### config.mk
export PLATFORM = sky130hd
export DESIGN_NAME = gripper_sequence_controller
export DESIGN_NICKNAME = d
export VERILOG_FILES = /design/src/rtl/core/gsc_pkg.sv /design/src/rtl/core/gsc_csr.sv /design/src/rtl/core/gripper_sequence_controller.sv
export SDC_FILE = /design/constraint.sdc
export NUM_CORES = 1
export LEC_CHECK = 0
export BUFFER_PORTS_ARGS = -buffer_cell sky130_fd_sc_hd__clkbuf_2
export CORE_ASPECT_RATIO = 1.75
export CORE_MARGIN = 2
export CORE_UTILIZATION = 50
export CTS_CLUSTER_DIAMETER = 40
export DETAILED_ROUTE_END_ITERATION = 8
export PLACE_DENSITY = 0.76
export SKIP_CTS_REPAIR_TIMING = 1
export SLEW_MARGIN = 20
export SYNTH_ARGS = -nofsm -noshare
export SYNTH_HDL_FRONTEND = slang
export SYNTH_SLANG_ARGS = --single-unit
### constraint.sdc
create_clock -name clock -period 15.45 [get_ports clock]
set_input_delay 2.3175 -clock clock [delete_from_list [all_inputs] [get_ports clock]]
set_output_delay 2.3175 -clock clock [all_outputs]
set_load 0.005 [all_outputs]
### src/rtl/core/gsc_pkg.sv
package gsc_pkg;

   // Request kinds carried in the request beat's tuser.
   localparam logic [1:0] REQ_RUN     = 2'd0;
   localparam logic [1:0] REQ_DOCK    = 2'd1;
   localparam logic [1:0] REQ_RESTART = 2'd2;

   // Register indexes on the configuration port (byte address is 4 * index).
   localparam logic [1:0] REG_PRESENT_HOLD = 2'd0;
   localparam logic [1:0] REG_ABSENT_HOLD  = 2'd1;
   localparam logic [1:0] REG_CLOSE_DELAY  = 2'd2;
   localparam logic [1:0] REG_PRESENT_LVL  = 2'd3;

   // Reset values of the configuration registers.
   localparam logic [15:0] PRESENT_HOLD_RST = 16'd20;
   localparam logic [15:0] ABSENT_HOLD_RST  = 16'd300;
   localparam logic [15:0] CLOSE_DELAY_RST  = 16'd200;
   localparam logic        PRESENT_LVL_RST  = 1'b0;

   // Reported sequence state codes.
   localparam logic [1:0] CODE_IDLE    = 2'd0;
   localparam logic [1:0] CODE_WAIT    = 2'd1;
   localparam logic [1:0] CODE_UPRIGHT = 2'd2;
   localparam logic [1:0] CODE_DOCKED  = 2'd3;

   // Sequencer state, one-hot.
   typedef enum logic [3:0] {
      ST_IDLE    = 4'b0001,
      ST_WAIT    = 4'b0010,
      ST_UPRIGHT = 4'b0100,
      ST_DOCKED  = 4'b1000
   } seq_state_type;

   // Configuration as seen by the step logic.
   typedef struct packed {
      logic [15:0] present_hold_ms;
      logic [15:0] absent_hold_ms;
      logic [15:0] close_delay_ms;
      logic        present_level;
   } gsc_cfg_type;

   // Map the one-hot state onto the two-bit code of the result beat.
   function automatic logic [1:0] state_code(input seq_state_type st);
      logic [1:0] code;
      case (st)
         ST_IDLE:    code = CODE_IDLE;
         ST_WAIT:    code = CODE_WAIT;
         ST_UPRIGHT: code = CODE_UPRIGHT;
         ST_DOCKED:  code = CODE_DOCKED;
         default:    code = CODE_IDLE;
      endcase
      return code;
   endfunction

endpackage

### src/rtl/core/gsc_csr.sv
module gsc_csr
   import gsc_pkg::*;
(
   input  logic        clock,
   input  logic        reset,
   input  logic        csr_psel,
   input  logic        csr_penable,
   input  logic        csr_pwrite,
   input  logic [3:0]  csr_paddr,
   input  logic [31:0] csr_pwdata,
   output logic [31:0] csr_prdata,
   output logic        csr_pready,
   output gsc_cfg_type cfg
);

   gsc_cfg_type cfg_ff;
   gsc_cfg_type cfg_in;
   logic        wr_en;
   logic [1:0]  reg_idx;

   assign csr_pready = 1'b1;
   assign wr_en      = csr_psel & csr_penable & csr_pwrite;
   assign reg_idx    = csr_paddr[3:2];

   // Register write decode.
   always_comb begin
      cfg_in = cfg_ff;
      if (wr_en) begin
         case (reg_idx)
            REG_PRESENT_HOLD: cfg_in.present_hold_ms = csr_pwdata[15:0];
            REG_ABSENT_HOLD:  cfg_in.absent_hold_ms  = csr_pwdata[15:0];
            REG_CLOSE_DELAY:  cfg_in.close_delay_ms  = csr_pwdata[15:0];
            REG_PRESENT_LVL:  cfg_in.present_level   = csr_pwdata[0];
            default:          cfg_in = cfg_ff;
         endcase
      end
   end

   always_ff @(posedge clock) begin
      if (reset) begin
         cfg_ff.present_hold_ms <= PRESENT_HOLD_RST;
         cfg_ff.absent_hold_ms  <= ABSENT_HOLD_RST;
         cfg_ff.close_delay_ms  <= CLOSE_DELAY_RST;
         cfg_ff.present_level   <= PRESENT_LVL_RST;
      end else begin
         cfg_ff <= cfg_in;
      end
   end

   // Read-back mux.
   always_comb begin
      case (reg_idx)
         REG_PRESENT_HOLD: csr_prdata = {16'd0, cfg_ff.present_hold_ms};
         REG_ABSENT_HOLD:  csr_prdata = {16'd0, cfg_ff.absent_hold_ms};
         REG_CLOSE_DELAY:  csr_prdata = {16'd0, cfg_ff.close_delay_ms};
         REG_PRESENT_LVL:  csr_prdata = {31'd0, cfg_ff.present_level};
         default:          csr_prdata = 32'd0;
      endcase
   end

   assign cfg = cfg_ff;

endmodule

### src/rtl/core/gripper_sequence_controller.sv
// Channel   Direction  tdata (low bit up)                       tuser
// req       in         now_ms[31:0], switch_raw[32], pad to 40  req_type[1:0]
// rsp       out        servo_upright[0], clamp_closed[1],       none
//                      seq_state[3:2], pad to 8
// csr       in/out     APB register port, registers at 4*index  none
//
// One beat per cycle is sustained while the result channel is not stalled. A request
// beat is captured in the input register, its step is evaluated against the
// sequencer state and the result lands in the output register.
// Reset is synchronous and returns the sequencer, tracker and registers to
// their reset values. A stalled result holds the output register; the input
// register still takes a beat while it is empty.
module gripper_sequence_controller
   import gsc_pkg::*;
(
   input  logic        clock,
   input  logic        reset,
   // Request channel.
   input  logic        req_tvalid,
   output logic        req_tready,
   input  logic [39:0] req_tdata,   // now_ms[31:0], switch_raw[32], zero pad
   input  logic [1:0]  req_tuser,   // req_type[1:0]
   // Result channel.
   output logic        rsp_tvalid,
   input  logic        rsp_tready,
   output logic [7:0]  rsp_tdata,   // servo_upright[0], clamp_closed[1], seq_state[3:2]
   // Configuration port.
   input  logic        csr_psel,
   input  logic        csr_penable,
   input  logic        csr_pwrite,
   input  logic [3:0]  csr_paddr,
   input  logic [31:0] csr_pwdata,
   output logic [31:0] csr_prdata,
   output logic        csr_pready
);

   gsc_cfg_type cfg;

   gsc_csr u_csr (
      .clock       (clock),
      .reset       (reset),
      .csr_psel    (csr_psel),
      .csr_penable (csr_penable),
      .csr_pwrite  (csr_pwrite),
      .csr_paddr   (csr_paddr),
      .csr_pwdata  (csr_pwdata),
      .csr_prdata  (csr_prdata),
      .csr_pready  (csr_pready),
      .cfg         (cfg)
   );

   // Input register.
   logic        in_valid_ff;
   logic [1:0]  in_type_ff;
   logic [31:0] in_now_ff;
   logic        in_raw_ff;

   // Output register.
   logic        out_valid_ff;
   logic [3:0]  out_data_ff;

   // Sequencer and tracker state.
   seq_state_type state_ff, state_in;
   logic [31:0]   close_start_ff, close_start_in;
   logic          tracked_ff, tracked_in;
   logic [31:0]   since_ff, since_in;
   logic          servo_ff, servo_in;
   logic          clamp_ff, clamp_in;

   logic req_fire;
   logic advance;
   logic step;

   assign advance    = ~out_valid_ff | rsp_tready;
   assign req_tready = ~in_valid_ff | advance;
   assign req_fire   = req_tvalid & req_tready;
   assign step       = in_valid_ff & advance;

   always_ff @(posedge clock) begin
      if (reset) begin
         in_valid_ff <= 1'b0;
      end else if (req_tready) begin
         in_valid_ff <= req_tvalid;
      end
   end

   always_ff @(posedge clock) begin
      if (req_fire) begin
         in_type_ff <= req_tuser;
         in_now_ff  <= req_tdata[31:0];
         in_raw_ff  <= req_tdata[32];
      end
   end

   // Step logic: tracker update, hold checks and sequencer transitions.
   logic [31:0] lvl_age;
   logic [31:0] close_age;
   logic        absent_lvl;
   logic        present_ok;
   logic        absent_ok;
   logic        trk_lvl;
   logic [31:0] trk_since;

   always_comb begin
      absent_lvl = ~cfg.present_level;
      // The tracker restarts its timer whenever the raw level changes.
      if (in_raw_ff != tracked_ff) begin
         trk_lvl   = in_raw_ff;
         trk_since = in_now_ff;
      end else begin
         trk_lvl   = tracked_ff;
         trk_since = since_ff;
      end
      lvl_age    = in_now_ff - trk_since;
      close_age  = in_now_ff - close_start_ff;
      // A zero hold time passes on the level alone since the age is never below it.
      present_ok = (trk_lvl == cfg.present_level) &&
                   (lvl_age >= {16'd0, cfg.present_hold_ms});
      absent_ok  = (trk_lvl == absent_lvl) &&
                   (lvl_age >= {16'd0, cfg.absent_hold_ms});

      state_in       = state_ff;
      close_start_in = close_start_ff;
      tracked_in     = tracked_ff;
      since_in       = since_ff;
      servo_in       = servo_ff;
      clamp_in       = clamp_ff;

      case (in_type_ff)
         REQ_RUN: begin
            tracked_in = trk_lvl;
            since_in   = trk_since;
            case (state_ff)
               ST_IDLE: begin
                  servo_in = 1'b0;
                  clamp_in = 1'b0;
                  if (present_ok) begin
                     clamp_in       = 1'b1;
                     close_start_in = in_now_ff;
                     state_in       = ST_WAIT;
                  end
               end
               ST_WAIT: begin
                  if (absent_ok) begin
                     clamp_in = 1'b0;
                     state_in = ST_IDLE;
                  end else if (close_age >= {16'd0, cfg.close_delay_ms}) begin
                     servo_in = 1'b1;
                     state_in = ST_UPRIGHT;
                  end
               end
               ST_UPRIGHT: begin
                  servo_in = 1'b1;
                  clamp_in = ~absent_ok;
                  if (absent_ok) begin
                     state_in = ST_IDLE;
                  end
               end
               default: begin
                  servo_in = 1'b1;
                  clamp_in = 1'b0;
               end
            endcase
         end
         REQ_DOCK: begin
            if (state_ff == ST_UPRIGHT) begin
               servo_in = 1'b1;
               clamp_in = 1'b0;
               state_in = ST_DOCKED;
            end
         end
         REQ_RESTART: begin
            state_in       = ST_IDLE;
            close_start_in = 32'd0;
            tracked_in     = in_raw_ff;
            since_in       = in_now_ff;
            servo_in       = 1'b0;
            clamp_in       = 1'b0;
         end
         default: begin
            state_in = state_ff;
         end
      endcase
   end

   always_ff @(posedge clock) begin
      if (reset) begin
         state_ff       <= ST_IDLE;
         close_start_ff <= 32'd0;
         tracked_ff     <= 1'b1;
         since_ff       <= 32'd0;
         servo_ff       <= 1'b0;
         clamp_ff       <= 1'b0;
      end else if (step) begin
         state_ff       <= state_in;
         close_start_ff <= close_start_in;
         tracked_ff     <= tracked_in;
         since_ff       <= since_in;
         servo_ff       <= servo_in;
         clamp_ff       <= clamp_in;
      end
   end

   // Result register: loads with the step, drains on a taken beat.
   always_ff @(posedge clock) begin
      if (reset) begin
         out_valid_ff <= 1'b0;
      end else if (advance) begin
         out_valid_ff <= in_valid_ff;
      end
   end

   always_ff @(posedge clock) begin
      if (step) begin
         out_data_ff <= {state_code(state_in), clamp_in, servo_in};
      end
   end

   assign rsp_tvalid = out_valid_ff;
   assign rsp_tdata  = {4'd0, out_data_ff};

   // The clamp is closed exactly while waiting or holding upright.
   a_clamp_matches_state: assert property (@(posedge clock) disable iff (reset)
      clamp_ff == ((state_ff == ST_WAIT) || (state_ff == ST_UPRIGHT)))
      else $error("clamp command disagrees with sequencer state");

   // Upright hold and docked always command the servo upright.
   a_servo_upright: assert property (@(posedge clock) disable iff (reset)
      ((state_ff == ST_UPRIGHT) || (state_ff == ST_DOCKED)) |-> servo_ff)
      else $error("servo not upright in upright or docked state");

   // Docked is entered only from upright hold.
   a_dock_entry: assert property (@(posedge clock) disable iff (reset)
      (step && state_in == ST_DOCKED && state_ff != ST_DOCKED) |->
      (state_ff == ST_UPRIGHT && in_type_ff == REQ_DOCK))
      else $error("docked entered from a state other than upright hold");

   // A beat held in the input register is never dropped while the output stalls.
   a_input_held: assert property (@(posedge clock) disable iff (reset)
      (in_valid_ff && !advance) |=> in_valid_ff)
      else $error("input beat lost during output stall");

endmodule
### Word level (Yosys, flattened, before mapping)

Index checks and enable logic that the tools add are counted.

* register bits after elaboration: 161
* input bits: 85
* output and inout bits: 43
* word-level logic and storage cells: 84

* add/subtract/negate cells: 2
* $lt $le $gt $ge: 3
* eq/ne operators: 16
* mux-type cells: 26
* bitwise operators: 10
* reductions and logical operators: 11

Operator list (count)
* 32-bit case mux with 2 select lines: 2
* 32-bit case mux with 4 select lines: 1
* 32-bit by 16-bit greater-or-equal comparator with 1-bit output: 3
* 32-bit 2-to-1 mux: 3
* 32-bit subtractor: 2
* 4-bit case mux with 3 select lines: 2
* 4-bit 2-to-1 mux: 5
* 2-bit AND reduction: 5
* 1-bit case mux with 3 select lines: 3
* 4-bit by 2-bit equality test with 1-bit output (second input constant): 2
* 4-bit by 3-bit equality test with 1-bit output (second input constant): 2
* 1-bit 2-to-1 mux: 7
* 2-bit equality test (second input constant): 3
* 2-bit case mux with 3 select lines: 1
* 1-bit AND: 4
* 2-bit by 1-bit equality test with 1-bit output (second input constant): 2
* 4-bit by 1-bit equality test with 1-bit output (second input constant): 1
* 4-bit equality test (second input constant): 1
* 2-bit logical NOT: 2
* 1-bit inverter: 4
* 1-bit case mux with 2 select lines: 2
* 4-bit AND reduction: 1
* 1-bit equality test: 2
* 1-bit logical AND: 2
* other kinds (5): 6

### Depth between registers and ports, before layout

Gate-level depths: netlist (run 1).

* depth after elaboration: 10
* mapped depth: 30
* depth with buffers taken out: 24

### Hierarchy

Synthesis (run 1) repeated with hierarchy kept, for this count alone.

* cell total of the unflattened synthesis: 1572
* area, all modules: 12916.1 sq um

Modules (own cells, without submodules)
* gripper_sequence_controller: instances 1, cells each 1307, area each 10397.5 sq um, sequential area each 2632.5 sq um
* gsc_csr: instances 1, cells each 265, area each 2518.7 sq um, sequential area each 980.9 sq um

### Least setup slack after synthesis (run 1)

No wires, ideal clock.

* kind: input to output
* start point: in csr_paddr[2]
* end point: out csr_prdata[0]
* data arrival time: 3.713 ns
* data required time: 13.133 ns
* setup slack: 9.420 ns
* stages on the path: 4
* path buffers: 3
* path through: clkbuf_1 > clkbuf_1 > clkbuf_1 > mux4_2

* cells in the longest elaborated chain, start to end: 2

RTL lines
* start: declaration: line gripper_sequence_controller.sv:31 `input logic [3:0] csr_paddr,`
* 2-bit equality test, or another cell as far along: line gsc_csr.sv:52 `case (reg_idx)`
* 32-bit case mux with 4 select lines *: line gsc_csr.sv:52
* end: declaration: line gripper_sequence_controller.sv:33 `output logic [31:0] csr_prdata,`

Mark *: on every way between the ends. The rest lies on a longest branch, timed or not. The select of a mux whose other input is x is not followed.

### Worst setup path in the final report (run 1)

* start point: in csr_paddr[2]
* end point: out csr_prdata[2]

Same word-level chain as after synthesis.

==> results by group, run 1 <==
Min path
  – Origin of the worst min-delay path: since_ff[17]
  – Worst hold-check path type: reg2reg

Placed design
  – Detailed placer's ending HPWL: 30500 µm
  – Number of port buffers: 81
  – Cell area after placement: 0.0133 mm²
  – Gpl congestion: 0.973

Global routing
  – Number of global-route vias before repair: 11800
  – Pin count of the biggest net entering global routing: 61
  – Number of antenna violations at the first check in global routing: 1
  – Remaining Overflow, GRT: 0
  – All-layer global routing usage: 28.6%
  – Global-route wire length before repair: 61500 µm

STA
  – Maximum frequency from static timing analysis: 152 MHz
  – Worst-case headroom to the max-slew limit: 25.8%
  – Setup clock skew after layout: 0.0123 ns
  – Minimum hold slack: 0.457 ns
  – Hold Fails Final Rpt: 0
  – Minimum clock period after layout: 6.56 ns
  – Final total negative setup slack: 0 ns
  – Final worst-path cycle share: 42.5%
  – Unrepaired setup endpoints after global routing: false
  – Worst-margin pin slew: 1.11 ns
  – Number of slew-limit violations in the final report: 0
  – Final setup violation count: 0

Job
  – Max-capacitance violation count: 0

Logic synthesis
  – Yosys cell types: 97
  – Mean Syn Cell Area: 7.81 µm²
  – Share of synthesized area occupied by flip-flops and latches: 28.0%
  – Count of flip-flops with a built-in enable after synthesis: 39
  – Post-synthesis instance area: 0.0129 mm²
  – Synth Warn #: 0
  – Gate count after technology mapping: 1652
  – Leading register cell type out of synthesis: dfxtp_1
  – Post-synthesis sequential element count: 161
  – Ys async rst share: 0%

Power
  – Peak supply drop: 0.0865 mV
  – Leak Pwr: 5.41 nW
  – Total design power: 1.26 mW
  – Power density of the placed cells: 90.8 mW/mm²

Setup path
  – Crit path capture type: primary output
  – Required arrival time at the worst endpoint: 13.13 ns
  – Maximum fanout along the worst path: 23
  – Data arrival time of the worst path: 4.25 ns
  – Worst Setup Start Kind: input pin
  – Setup CP Type: in2out
  – Worst setup path start: csr_paddr[2]
  – Launch instance of the worst register-to-register path: in_raw_ff

Detailed routing
  – Vias/cell: 6.09
  – Post-DR wirelength/cell: 19.4 µm
  – Routed wire length: 38900 µm
  – Count of routing violations after the opening detailed-route iteration: 708
  – Number of iterations in the first detailed-routing pass: 7
  – Detail Route Antenna Nets: 0
  – Via count: 12200
  – Remaining DRCs: 0

Cells and area
  – Final core utilization: 54.7%
  – Post-route design area: 0.0139 mm²
  – Fillcell total: 2359
  – Nets@finish: 1860
  – Fraction of layout instances using a drive strength above 1: 10.0%
  – Growth of design area from synthesis to finish: 7.34%

Clock network
  – Skew-Pair Late Insertion Delay: 0.46 ns
  – Clk buf depth: 2
  – Clock root buffer: clkbuf_16
  – CTS tree: done
  – CTS Buf Count: 17
  – CTS sink cnt: 161
  – CTS H-tree lvls: 4
  – Clock edge transition at the registers on the reported setup and hold paths: 0.07 ns

Floorplanning
  – Initial cell density of the core: 50.9%
  – Placeable core region: 0.0253 mm²
  – Count of standard-cell rows: 77
  – Horizontal die dimension: 125 µm
  – Die ar.: 0.0272 mm²
  – Number of I/O pins: 128
  – Vertical die dimension: 217 µm

Outcome
  – Result of the run: finished, final reports clean
==> per-stage QoR <==
stage                     cells  setup slack, ns
after detailed placement   1969             8.91
after floorplan            1671             9.42
after global placement     1969             8.91
after global routing       2002             8.72
after CTS                  2001             8.91
final                      2002             8.89
==> worst paths after layout <==
check | endpoint | depth (start not counted) | slack (ns)
worst min register to register | since_ff[17] | 2 | 0.46
worst max-delay path | csr_prdata[2] | 5 | 8.89
worst min-delay path | since_ff[17] | 2 | 0.46
worst max register to register | out_data_ff[2] | 19 | 9.19
==> per-layer routing <==
layer | GRT usage, % | vias to the layer above | share of wire [%]
li1 | - | 5879 | -
met2 | 52.8 | 434 | 52
met3 | 3.16 | 153 | 3.9
met4 | 23.2 | 0 | 8.7
met5 | 0 | - | 0
met1 | 28.4 | 5718 | 36
==> cell type report <==
type | count | area [µm²] | area share, %
flip-flops and latches | 161 | 3610 | 26.1
well taps | 316 | 395 | 2.85
inverters | 106 | 398 | 2.87
clock inverters | 11 | 92.6 | 0.668
repair buffers | 90 | 473 | 3.41
diodes | 1 | 2.50 | 0.0181
multi-input cells | 1296 | 8410 | 60.7
clock buffers | 21 | 470 | 3.40
==> cell usage in the layout (no fill, tap or decap), types with 7 or more instances in the layout <==
cell type  instances
nor2_1            81
nand2b_1          20
clkbuf_16         17
edfxtp_1          39
nand3_1           27
o21ai_0           54
or3_1             11
o2111ai_1          7
inv_1            104
nor2b_1           18
o21a_1            21
ha_1             101
nor3_1            30
clkbuf_2          81
a21oi_1          148
nand4_1           28
and3_1             8
o211ai_1          28
o21bai_1           8
buf_4              9
a211oi_1          18
dfxtp_1          122
xnor2_1           31
o22ai_1            7
a31oi_1           17
conb_1            21
a21o_1            38
mux2i_1           72
o21ai_1            7
nand2_1          321
o221ai_1           7
nor4_1            13
xor2_1            25
==> synthesized netlist by cell type, drive strengths merged, types with 15 or more instances <==
cell / number / area share [%]
o21ai: 62 / 2.4
clkbuf: 62 / 1.8
a31oi: 18 / 0.99
nor2: 81 / 2.4
o21a: 22 / 1.3
nand2b: 20 / 0.97
nor4: 15 / 0.89
ha: 102 / 9.9
dfxtp: 122 / 19
nand4: 29 / 1.5
nor3: 31 / 1.2
xor2: 28 / 2.1
nand2: 321 / 9.3
buf: 46 / 2.7
mux2i: 72 / 5.6
edfxtp: 39 / 9.1
nand3: 27 / 1.0
nor2b: 20 / 1.0
a211oi: 20 / 1.2
inv: 105 / 3.1
a21o: 38 / 2.2
a21oi: 149 / 5.8
xnor2: 31 / 2.1
o211ai: 28 / 1.6
==> cells by family after synthesis <==
kind of cell	count (synthesis)	synth area share [%]
simple gates	598	21.3
compound gates	437	22.6
buf+inv	214	7.58
flops	161	28.0
fa+ha+maj	104	10.1
mux	77	6.14
xor+xnor	59	4.18
other cells	2	0.0582
==> worst max-delay path, cell delays in order <==
cell and delay [ns]:
clkbuf_2 0.42, nor2b_1 0.97, nand2_1 0.11, o21ai_0 0.22
clkbuf_2 0.20
==> sequential cells by signal, indices dropped and copies added, names as in the netlist, 2 cells and up <==
signal / count
in_type_ff: 2
out_data_ff: 4
state_ff: 4
since_ff: 32
u_csr.cfg: 49
close_start_ff: 32
in_now_ff: 32
==> power breakdown <==
part | switching [mW] | internal, mW | leakage, nW
logic | 0.231 | 0.147 | 3.76
registers | 0.0203 | 0.446 | 1.37
clock network | 0.192 | 0.222 | 0.278
total | 0.443 | 0.815 | 5.41
Power figures use the tool's default switching activity.
==> run 2, diff against run 1 <==
--- a/config.mk
+++ b/config.mk
@@ -5,13 +5,14 @@
 export SDC_FILE = /design/constraint.sdc
 export NUM_CORES = 1
 export LEC_CHECK = 0
+export ABC_AREA = 1
 export BUFFER_PORTS_ARGS = -buffer_cell sky130_fd_sc_hd__clkbuf_2
 export CORE_ASPECT_RATIO = 1.75
 export CORE_MARGIN = 2
 export CORE_UTILIZATION = 50
 export CTS_CLUSTER_DIAMETER = 40
 export DETAILED_ROUTE_END_ITERATION = 8
-export PLACE_DENSITY = 0.76
+export PLACE_DENSITY = 0.79
 export SKIP_CTS_REPAIR_TIMING = 1
 export SLEW_MARGIN = 20
 export SYNTH_ARGS = -nofsm -noshare
==> constraint.sdc (replaced) <==
create_clock -name clock -period 5.7 [get_ports clock]
set_input_delay 0.855 -clock clock [delete_from_list [all_inputs] [get_ports clock]]
set_output_delay 0.855 -clock clock [all_outputs]
set_load 0.005 [all_outputs]
==> run 2 against run 1 <==
Via count rose by 4.1%; critical path type is now reg2reg; first-iteration DRC count rose by 31%; combinational power rose to 3.3 times the previous value; register-to-register slack got worse by 8.5 ns; cell count rose by 13%; power rose to 2.9 times the previous value; wire length fell by 5.7%; count of clock-buffer cells in the layout rose by 3; highest routed layer unchanged; hold slack improved by 0.015 ns; global-route usage fell by 1.6 points; clock power rose to 2.8 times the previous value.
==> results by group, run 2 <==
Logic synthesis
  – Post-synthesis instance area: 0.0128 mm² (-0.99%)
  – Ys async rst share: 0% (unchanged)
  – Most used standard cell by instance count after synthesis: nand2_1
  – Combinational family with the most area after synthesis: simple AND/OR/NAND/NOR gates
  – Mean Syn Cell Area: 6.79 µm² (-13%)
  – Share of synthesized area occupied by flip-flops and latches: 28.3% (+0.28 points)
  – Gate count after technology mapping: 1881 (+14%)
  – Simple-gate share of the synthesized area: 25.7% (+4.3 points)
  – Yosys top cell area share: 19.1% (+0.19 points)
  – Dominant cell type by area after synthesis: dfxtp_1
  – Yosys cell types: 47 (-52%)
  – Synth Warn #: 0 (unchanged)
  – Leading register cell type out of synthesis: dfxtp_1
  – Count of flip-flops with a built-in enable after synthesis: 39 (unchanged)
  – Main area contributors after synthesis: dfxtp_1 19%, nand2_1 13%, ha_1 10%
  – Mux share of post-synthesis cell area: 1.49% (-4.6 points)
  – Fraction of the mapped netlist area in compound gates: 20.9% (-1.7 points)
  – Post-synthesis sequential element count: 161 (unchanged)
  – Xor/xnor cell area share of the yosys netlist: 2.12% (-2.1 points)
  – Fraction of the mapped netlist area in adder cells: 10.1% (+0.013 points)
  – Most frequent cells after synthesis: 430 x nand2_1, 262 x inv_1, 198 x a21oi_1, 166 x o21ai_0, 137 x nor2_1

Detailed routing
  – Routed wire length: 36700 µm (-5.7%)
  – Remaining DRCs: 0 (unchanged)
  – Number of iterations in the first detailed-routing pass: 7 (unchanged)
  – Count of routing violations after the opening detailed-route iteration: 927 (+31%)
  – Via count: 12700 (+4.1%)
  – Post-DR wirelength/cell: 16.2 µm (-17%)
  – Detail Route Antenna Nets: 0 (unchanged)
  – Vias/cell: 5.60 (-7.9%)

Placed design
  – Detailed placer's ending HPWL: 28800 µm (-5.5%)
  – Number of port buffers: 81 (unchanged)
  – Number of cells in the design after placement: 2232 (+13%)
  – Gpl congestion: 0.999 (+2.7%)
  – Post-placement setup slack: 0.806 ns (-8.10 ns)

STA
  – Setup ws final: 0.696 ns (-8.19 ns)
  – Minimum clock period after layout: 5.00 ns
  – Hold Fails Final Rpt: 0 (unchanged)
  – Final worst-path cycle share: 87.8%
  – Worst-margin pin slew: 1.04 ns (-0.0711 ns)
  – Final setup violation count: 0 (unchanged)
  – Maximum frequency from static timing analysis: 200 MHz
  – Number of slew-limit violations in the final report: 0 (unchanged)
  – Final total negative setup slack: 0 ns (unchanged)
  – Worst-case headroom to the max-slew limit: 30.1% (+4.3 points)
  – Unrepaired setup endpoints after global routing: false
  – Setup clock skew after layout: 0.0132 ns (+0.000821 ns)

Floorplanning
  – Initial cell density of the core: 50.6% (-0.31 points)
  – Number of I/O pins: 128 (unchanged)
  – Horizontal die dimension: 125 µm (-0.48%)
  – Die ar.: 0.0269 mm² (-0.97%)
  – Placeable core region: 0.0252 mm² (-0.38%)
  – Vertical die dimension: 215 µm (-0.49%)
  – Count of standard-cell rows: 77 (unchanged)

Setup path
  – Top cell family by delay on the critical path: simple AND/OR/NAND/NOR gates
  – CP Buf/Inv Count: 3 (+1)
  – Required arrival time at the worst endpoint: 6.06 ns (-7.07 ns)
  – Crit path capture type: register
  – Crit-path max cell delay: 0.53 ns (-0.44 ns)
  – Worst Setup Start Kind: register
  – Standard cell with the maximum stage delay on the critical path: xnor2_1
  – Data arrival time of the worst path: 5.37 ns (+1.12 ns)
  – Cell-by-cell trace of the critical path: ha_2 -> nand2_1 -> o21ai_0 -> ha_1 -> inv_1 -> ha_1 -> inv_1 -> nand2_1 -> nand2_1 -> nand2_2 -> xnor2_1 -> ha_1 -> nand4_1 -> nor2_1 -> o21ai_0 -> a21oi_1 -> nor2_1 -> nand3_2 -> nand2_2 -> nand2_2 -> nand2_8 -> buf_4 -> a21oi_1 -> a211oi_2
  – Setup CP Type: reg2reg
  – Maximum fanout along the worst path: 23 (unchanged)

Clock network
  – CTS sink cnt: 161 (unchanged)
  – Clock root buffer: clkbuf_16
  – CTS tree: done
  – Clock edge transition at the registers on the reported setup and hold paths: 0.07 ns (about the same)
  – CTS H-tree lvls: 4 (unchanged)
  – Skew-Pair Late Insertion Delay: 0.45 ns (about the same)
  – Clk buf depth: 2 (unchanged)
  – CTS Buf Count: 17 (unchanged)

Cells and area
  – Growth of design area from synthesis to finish: 8.97%
  – Most common cell after layout, fill and taps aside: nand2_1
  – Sequential Area: 0.00361 mm² (unchanged)
  – Top library cells by usage in the layout, fill and taps aside: 430 x nand2_1, 261 x inv_1, 198 x a21oi_1, 166 x o21ai_0, 136 x nor2_1
  – Area of combinational cells with multiple inputs: 0.00780 mm² (-7.3%)
  – Flip-flop count of the largest register, all copies and words added: 49 (unchanged)
  – Fillcell total: 2429 (+3.0%)
  – Nets@finish: 2123 (+14%)
  – N_diodes: 0 (-1)
  – Fraction of layout instances using a drive strength above 1: 10.9% (+0.85 points)
  – Count of non-filler cells in the finished layout: 2264 (+13%)

Power
  – Peak supply drop: 0.240 mV (+180%)
  – Net switching power: 1.36 mW (+210%)
  – Total design power: 3.66 mW (+190%)
  – Net switching fraction of the power: 37.1% (+1.8 points)
  – Part of the power in the clock network: 31.3% (-1.6 points)
  – Power density of the placed cells: 263 mW/mm² (+190%)
  – Gate power share: 34.0% (+3.9 points)
  – Power share of the sequential group: 34.7% (-2.4 points)
  – Cell internal pwr: 2.31 mW (+180%)
  – Leak Pwr: 6.45 nW (+19%)

Job
  – Max-capacitance violation count: 0 (unchanged)

Global routing
  – All-layer global routing usage: 27.0% (-1.6 points)
  – Pin count of the biggest net entering global routing: 77 (+26%)
  – Remaining Overflow, GRT: 0 (unchanged)
  – Number of antenna violations at the first check in global routing: 0 (-1)
  – Number of global-route vias before repair: 12000 (+1.0%)
  – Global-route wire length before repair: 58500 µm (-4.9%)

Min path
  – Worst hold-check path type: reg2reg

Outcome
  – Result of the run: finished, final reports clean
## run 2: cell types whose count changed in the layout (fill, tap and decap cells not counted), moves of 50 or more
cell,delta
nor2_1,+55
mux2i_1,-53
o21ai_0,+112
a21oi_1,+50
nand2_1,+109
inv_1,+157
nand3_1,+63
## run 2: kinds of logic after synthesis
logic type                 Yosys count
and+or+nand+nor                    760
adders and majority gates          103
other                                2
muxes                               19
DFF                                161
AOI/OAI and AO/OA                  456
buffers and inverters              349
xor gates and xnor gates            31
## run 2: area by class of cell
cell class / count / share of cell area, %
clock buffers: 24 / 3.77
multi-input cells: 1390 / 56.0
clock inverters: 8 / 0.440
repair buffers: 90 / 3.58
inverters: 275 / 7.42
well taps: 316 / 2.84
flip-flops and latches: 161 / 26.0
## run 2: tightest hold or removal path, stage by stage, from the launching register on
cell	delay, ns
dfxtp_1	0.30
inv_1	0.06
a211oi_1	0.06
## run 2: power by group through the flow
stage | combinational (mW) | clock, mW | sequential [mW]
2_1_floorplan | 0.910 | 0 | 1.28
3_3_place_gp | 1.18 | 0 | 1.29
3_5_place_dp | 1.22 | 0 | 1.30
4_1_cts | 1.23 | 1.17 | 1.27
5_1_grt | 1.39 | 1.21 | 1.28
6_report | 1.24 | 1.15 | 1.27
## run 2: metrics by stage
stage / instance area (µm²) / hold WS [ns] / utilization, %
floorplan: 12800 / 0.440 / -
global placement: 13300 / 0.455 / 52.8
detailed placement: 13300 / 0.460 / 52.8
CTS: 13900 / 0.472 / 55.2
global route: 13900 / 0.495 / 55.2
finish: 13900 / 0.472 / 55.2
## run 2: final timing paths
path / startpoint / endpoint / slack (ns) / depth (start not counted)
setup reg to reg: in_raw_ff / close_start_ff[22] / 0.70 / 24
hold / removal: close_start_ff[5] / close_start_ff[5] / 0.47 / 2
setup / recovery: in_raw_ff / close_start_ff[22] / 0.70 / 24
hold reg to reg: close_start_ff[5] / close_start_ff[5] / 0.47 / 2
## run 2: routing by layer
| metal | track usage (%) | vias up | share of wire (%) |
|---|---|---|---|
| met1 | 28.0 | 5752 | 37 |
| met4 | 20.4 | 0 | 8.4 |
| li1 | - | 6332 | - |
| met3 | 3.94 | 143 | 4.5 |
| met5 | 0 | - | 0 |
| met2 | 48.8 | 460 | 50 |
